[src/sv/rcwc_pkg.sv]
package rcwc_pkg;

    localparam logic [1:0] ACT_WRITE = 2'd0;
    localparam logic [1:0] ACT_START = 2'd1;
    localparam logic [1:0] ACT_PIXEL = 2'd2;
    localparam logic [1:0] ACT_NONE  = 2'd3;

    localparam logic [1:0] REG_PROJ  = 2'd0;
    localparam logic [1:0] REG_CEIL  = 2'd1;
    localparam logic [1:0] REG_FLOOR = 2'd2;

    localparam logic [11:0] PROJ_RESET  = 12'd415;
    localparam logic [31:0] CEIL_RESET  = 32'hFF444444;
    localparam logic [31:0] FLOOR_RESET = 32'hFF888888;

    typedef enum logic [3:0] {
        ST_IDLE,
        ST_ROM,
        ST_MUL,
        ST_PERP,
        ST_DIV,
        ST_GEOM,
        ST_PXSEL,
        ST_TEXDIV,
        ST_TEXADDR,
        ST_TEXRD,
        ST_OUT
    } t_state;

    // Control from the sequencer to the shared restoring divider.
    typedef struct packed {
        logic        start;
        logic [37:0] dividend;
        logic [31:0] divisor;
    } t_div_req;

    typedef struct packed {
        logic        busy;
        logic        done;
        logic [37:0] quotient;
    } t_div_rsp;

    // Truncating 64-bit cosine series, exactly as the table is specified.
    function automatic logic [15:0] cos_entry(input int unsigned i, input int unsigned n);
        logic [63:0] x;
        logic [63:0] x2;
        logic [63:0] t;
        logic [63:0] s;
        logic [127:0] p;
        x = (64'(i) << 30) / 64'(n);
        p = 128'(x) * 128'(x);
        x2 = 64'(p >> 30);
        t = 64'd1 << 30;
        s = t;
        for (int k = 1; k <= 5; k++) begin
            p = 128'(t) * 128'(x2);
            t = 64'(p >> 30) / 64'((2 * k - 1) * (2 * k));
            if (k % 2 == 1) s = s - t;
            else s = s + t;
        end
        return 16'((s + 64'd32768) >> 16);
    endfunction

    // floor(c*7/10) per channel through a reciprocal: (c*7*6554)>>16 with correction.
    function automatic logic [7:0] shade_ch(input logic [7:0] c);
        logic [10:0] m;
        logic [10:0] q;
        m = 11'(c) * 11'd7;
        q = 11'((24'(m) * 24'd6554) >> 16);
        if (m - q * 11'd10 >= 11'd10) q = q + 11'd1;
        if (m < q * 11'd10) q = q - 11'd1;
        return q[7:0];
    endfunction

endpackage

[src/sv/rcwc_div.sv]
// Restoring divider, one quotient bit per cycle.
module rcwc_div (
    input  logic              i_clk,
    input  logic              i_rst_n,
    input  rcwc_pkg::t_div_req i_req,
    output rcwc_pkg::t_div_rsp o_rsp
);
    logic [37:0] r_q, n_q;
    logic [31:0] r_rem, n_rem;
    logic [31:0] r_dvs, n_dvs;
    logic [5:0]  r_cnt, n_cnt;
    logic        r_busy, n_busy;
    logic        r_done, n_done;
    logic [32:0] w_trial;

    assign w_trial = {r_rem, r_q[37]} - {1'b0, r_dvs};

    always_comb begin
        n_q = r_q;
        n_rem = r_rem;
        n_dvs = r_dvs;
        n_cnt = r_cnt;
        n_busy = r_busy;
        n_done = 1'b0;
        if (i_req.start) begin
            n_q = i_req.dividend;
            n_rem = '0;
            n_dvs = i_req.divisor;
            n_cnt = 6'd38;
            n_busy = 1'b1;
        end else if (r_busy) begin
            if (!w_trial[32]) begin
                n_rem = w_trial[31:0];
                n_q = {r_q[36:0], 1'b1};
            end else begin
                n_rem = {r_rem[30:0], r_q[37]};
                n_q = {r_q[36:0], 1'b0};
            end
            n_cnt = r_cnt - 6'd1;
            if (r_cnt == 6'd1) begin
                n_busy = 1'b0;
                n_done = 1'b1;
            end
        end
    end

    always_ff @(posedge i_clk) begin
        if (!i_rst_n) begin
            r_busy <= 1'b0;
            r_done <= 1'b0;
            r_cnt <= '0;
        end else begin
            r_busy <= n_busy;
            r_done <= n_done;
            r_cnt <= n_cnt;
        end
        r_q <= n_q;
        r_rem <= n_rem;
        r_dvs <= n_dvs;
    end

    assign o_rsp.busy = r_busy;
    assign o_rsp.done = r_done;
    assign o_rsp.quotient = r_q;

`ifndef SYNTH
    a_done_after_busy: assert property (@(posedge i_clk) disable iff (!i_rst_n)
        r_done |-> !r_busy) else $error("divider done while busy");
    a_cnt_zero_idle: assert property (@(posedge i_clk) disable iff (!i_rst_n)
        !r_busy |-> r_cnt == 6'd0 || $past(i_req.start) == 1'b0) else $error("count left");
    a_start_busy: assert property (@(posedge i_clk) disable iff (!i_rst_n)
        i_req.start |=> r_busy) else $error("divider did not start");
`endif
endmodule

[config.mk]
export PLATFORM = sky130hd
export DESIGN_NAME = rcwc_div
export DESIGN_NICKNAME = d
export VERILOG_FILES = /design/src/sv/rcwc_pkg.sv /design/src/sv/rcwc_div.sv
export SDC_FILE = /design/constraint.sdc
export NUM_CORES = 1
export LEC_CHECK = 0
export ABC_CLOCK_PERIOD_IN_PS = 3080
export BUFFER_PORTS_ARGS = -buffer_cell sky130_fd_sc_hd__buf_2
export CORE_AREA = 2 2 113 115
export CTS_BUF_LIST = sky130_fd_sc_hd__clkbuf_8
export DETAILED_ROUTE_END_ITERATION = 6
export DIE_AREA = 0 0 115 117
export MAX_ROUTING_LAYER = met4
export PLACE_DENSITY_LB_ADDON = 0.15
export SLEW_MARGIN = 5
export SYNTH_ARGS = -nofsm -noshare
export SYNTH_HDL_FRONTEND = slang
export SYNTH_SLANG_ARGS = --single-unit
[constraint.sdc]
create_clock -name i_clk -period 3.08 [get_ports i_clk]
set_clock_uncertainty 0.1 [all_clocks]
set_input_delay 0.154 -clock i_clk [delete_from_list [all_inputs] [get_ports i_clk]]
set_output_delay 0.154 -clock i_clk [all_outputs]
set_load 0.1 [all_outputs]
### Word-level counts from Yosys, hierarchy flattened

Cells that the tools add are included.

* register bits: 110
* output and inout bits: 40
* input bits: 73

* add/sub/neg operators: 2
* mux-type cells: 10
* bitwise operators: 2
* eq/ne operators: 1
* reductions and logical operators: 3

Operators with widths (count)
* 38-bit 2-to-1 mux: 2
* 33-bit by 32-bit subtractor with 33-bit output: 1
* 32-bit 2-to-1 mux: 1
* 6-bit 2-to-1 mux: 2
* 6-bit by 1-bit == test with 1-bit output, second input constant: 1
* 6-bit by 1-bit subtractor with 6-bit output, second input constant: 1
* 1-bit 2-to-1 mux: 5
* 3-bit OR reduction: 1
* 1-bit NOT: 2
* 2-bit nonzero test: 1
* 2-bit OR reduction: 1

### Depth between registers and ports, before layout

* depth in word-level cells: 4
* mapped depth: 13

### Worst setup path before layout

OpenSTA, ideal clock, no wires.

* kind: flip-flop to flip-flop
* from: reg r_q[37]
* to: reg r_q[0] (data pin)
* setup slack: -0.605 ns
* period minus slack after synthesis: 3.685 ns
* required time: 2.720 ns
* library setup time: 0.260 ns
* arrival time: 3.325 ns
* path buffers: 1
* stages on the path, launching flop included: 12
* path through: edfxtp_1 -> inv_1 -> ha_1 -> fa_1 -> nand2b_1 -> a21oi_1 -> o311a_4 -> a2111oi_4 -> o31ai_4 -> xnor2_4 -> buf_2 -> mux2_2

* word-level cells in the longest chain between the ends: 4

Ends and longest elaborated chain
* start, declared: line rcwc_div.sv:8 `logic [37:0] r_q, n_q;`
* start signal, assigned: line rcwc_div.sv:57 `r_q <= n_q;`
* 33-bit by 32-bit subtractor with 33-bit output: line rcwc_div.sv:16 `assign w_trial = {r_rem, r_q[37]} - {1'b0, r_dvs};`
* 1-bit 2-to-1 mux: line rcwc_div.sv:32 `if (!w_trial[32]) begin`
* 38-bit 2-to-1 mux: line rcwc_div.sv:31 `end else if (r_busy) begin`
* 38-bit 2-to-1 mux: line rcwc_div.sv:25 `if (i_req.start) begin`
* via n_q[0]: line rcwc_div.sv:8

The timed path passes the listed nets, and every way through them passes these cells. The select of a mux whose other input is x is not followed.
A chain may end at the register's enable or synchronous reset.

### Final worst setup path

* from: reg r_dvs[0]
* to: reg r_q[0] (data pin)

* word-level cells in the longest chain between the ends: 4

Ends and longest elaborated chain
* start, declared: line rcwc_div.sv:10 `logic [31:0] r_dvs, n_dvs;`
* start signal, assigned: line rcwc_div.sv:59 `r_dvs <= n_dvs;`
* 33-bit by 32-bit subtractor with 33-bit output: line rcwc_div.sv:16
* 1-bit 2-to-1 mux: line rcwc_div.sv:32
* 38-bit 2-to-1 mux: line rcwc_div.sv:31
* 38-bit 2-to-1 mux: line rcwc_div.sv:25
* via n_q[0]: line rcwc_div.sv:8

The timed path passes the listed nets, and every way through them passes these cells. The select of a mux whose other input is x is not followed.

==> run metrics <==
Initial Util=0.5187; Reg2Reg Depth=11; endpoint class of the critical path=register; max cap viols=0; largest net degree at the start of global routing=114; GR Overflow Total=0; kind of critical path=reg -> reg; Die X-Extent=115 um; Peak VDD IR=0.0004288 V; Post-Syn Area=6386 um2; PwrDens=524.0 nW/um2; Area growth syn-to-layout=29.00%; sequential area share after synthesis=0.4545; net count after synthesis=720; die area=13460 um2; DRC errors left=0; Num CTS Buffers=9; r2r setup slk=0.11 ns; Hold Crit Start=i_req[70]; Yosys cell types=58; Critical Path Source Type=register; Yosys top cell by area=edfxtp_1; max-slew violation count=0; Initial DRC Count=304; worst-skew pair later-pin latency=0.41 ns; final worst path period share=0.9652; Cells after Synth=612; DP Area=7224 um2; Hold Vio Cnt, Final=0; clock slew at reported path FFs=0.12 ns; DP Wirelength=9.948 mm; WHS Path Cells=3; clk sinks=110; CP max stage delay=0.43 ns; initial antenna violation count=0; r2r endpoint=r_q[0]$_DFFE_PP_; fin area=8238 um2; First-pass DRT Iterations=4; CTS Root Cell=clkbuf_8; CTS tree=built; via/cell ratio=5.407; worst endpoint required time=3.16 ns; GRT Overall Usage=0.2303; Post-synth EDFFs=70; CP Max Fanout=6; Rel. slew slack=0.6041; FP Rows=41; Core ar.=12310 um2; post-route insts no fill=954; commonest cells in the netlist=70 x edfxtp_1, 48 x nor2_1, 42 x inv_1; top cells by area, synth=edfxtp_1 33%, dfxtp_1 13%, mux2_2 6.7%, ha_1 6.7%, mux2i_1 3.8%; Leakage=3.481 nW; n_diodes=0; DR WL/cell=15.84 um; final WL=15.11 mm; unrepaired setup endpoints after global routing=yes; Critical path buffers and inverters=2; Final GP Congestion=0.8861; # IOs=113; Finish-stage setup viols=0; Endpoint, Worst Hold=r_q[37]$_DFFE_PP_; critical path's top delay family=compound AO/OA/AOI/OAI gates; CP Cell Sequence=ha_4, fa_2, nand2b_4, a21oi_4, o311a_4, a2111oi_4, o31ai_4, xnor2_4, buf_4, clkbuf_16, mux2_2; Critical-path top delay cell=edfxtp_1; Via Count=5158; first-pass GRT wire length=23.73 mm; worst path arrival time=3.05 ns; dpl cells=863; worst hold slack=0.08110 ns; most numerous cell in the Yosys netlist=edfxtp_1; post-route ant nets=0; Synth Area per Inst=10.43 um2; #FFs+latches synth=110; Die Ht=117 um; status=complete, no violations; CTS H-tree lvls=3; clock buffer depth=2; Main synth FF type=edfxtp_1; setup TNS=0 ns; share of the synthesized area in the top cell type=0.3292; asr flop ratio synth=0; fin crit period=2.973 ns; PortBufs=112; layout cell share with drive strength beyond 1=0.2711; Ys Warns=0; reg2reg start=r_dvs[0]$_DFFE_PP_; worst slew pin tran=0.5939 ns; vias in the first global route=5069; utilization of the core after routing=0.6691; # nets final=907; Max Fclk=0.3364 GHz; class of the worst hold path=in -> reg
## timing repair
action,CTS,global route
endpoints found under the hold margin,74,0
resized for setup,0,13
buffers inserted,0,3
hold buffers,71,0
endpoints found under the setup margin,0,24
## layout by cell type (no fill, tap or decap), drive strengths merged, types with 3 or more instances in the layout
cell type / count
xnor2: 25
inv: 45
xor2: 9
buf: 143
nand2: 31
nor3: 10
nor2: 48
nand2b: 6
ha: 34
o21a: 9
nor2b: 5
mux2: 39
a31oi: 6
o21bai: 5
nand4: 9
o211ai: 4
clkinv: 4
a21oi: 39
o21ai: 27
a211oi: 27
nor4: 3
a21o: 17
clkbuf: 10
o31ai: 3
and3: 7
dlygate4sd3: 71
nand3: 7
dfxtp: 40
mux2i: 24
edfxtp: 70
a41oi: 3
## worst min-delay path, cell delays in order
cell and delay [ns]:
buf_4 0.10, nor2_1 0.11, inv_1 0.10
## area by class of cell
| class | count | area (um2) |
|---|---|---|
| Fill cell | 967 | 4074 |
| Timing Repair Buffer | 215 | 1580 |
| Clock buffer | 9 | 123.9 |
| Sequential cell | 110 | 2904 |
| Inverter | 42 | 157.7 |
| Tap cell | 150 | 187.7 |
| Multi-Input combinational cell | 421 | 3206 |
| Clock inverter | 7 | 78.83 |
## state kept, by name, summed over array words and instances, names as in the netlist
register  cells
r_busy        1
r_cnt         6
r_done        1
r_dvs        32
r_q          38
r_rem        32
## where the power goes
group	internal (mW)	switching (mW)	leakage [nW]
logic	0.614	1.00	2.35
registers	1.72	0.0871	1.03
clock network	0.322	0.569	0.102
## how the worst max path moves through the flow
stage	start	to	slack, ns	cells after the start
after floorplan	r_q[37]$_DFFE_PP_	r_q[0]$_DFFE_PP_	-0.53	11
after global placement	r_q[37]$_DFFE_PP_	r_rem[12]$_SDFFE_PP0P_	0.12	12
after detailed placement	r_q[37]$_DFFE_PP_	r_rem[3]$_SDFFE_PP0P_	0.02	12
after CTS	r_q[37]$_DFFE_PP_	r_rem[3]$_SDFFE_PP0P_	0.001	12
after global routing	r_dvs[0]$_DFFE_PP_	r_rem[25]$_SDFFE_PP0P_	-0.03	12
final	r_dvs[0]$_DFFE_PP_	r_q[0]$_DFFE_PP_	0.11	11
## metrics by stage
stage	setup slack, ns	power [mW]
after CTS	0.001481	4.283
after detailed placement	0.01932	3.321
after global routing	-0.02923	4.543
final	0.1073	4.317
after global placement	0.1242	3.292
after floorplan	-0.5252	2.992
## logic make-up after synthesis
logic type	after synthesis	share of synthesized area
multiplexers	63	0.1064
AO/OA/AOI/OAI	153	0.1648
XOR/XNOR	34	0.04957
AND/OR/NAND/NOR	136	0.1009
adder cells (fa/ha/maj)	35	0.06975
buffers and inverters	81	0.05407
flip-flops	110	0.4545
## per-layer routing
layer | part of all wire | GRT usage
met5 | 0 | -
met4 | 0.025 | 0.08353
met3 | 0.041 | 0.06076
met2 | 0.49 | 0.3690
met1 | 0.44 | 0.2827
(Power assumes the default switching activity.)
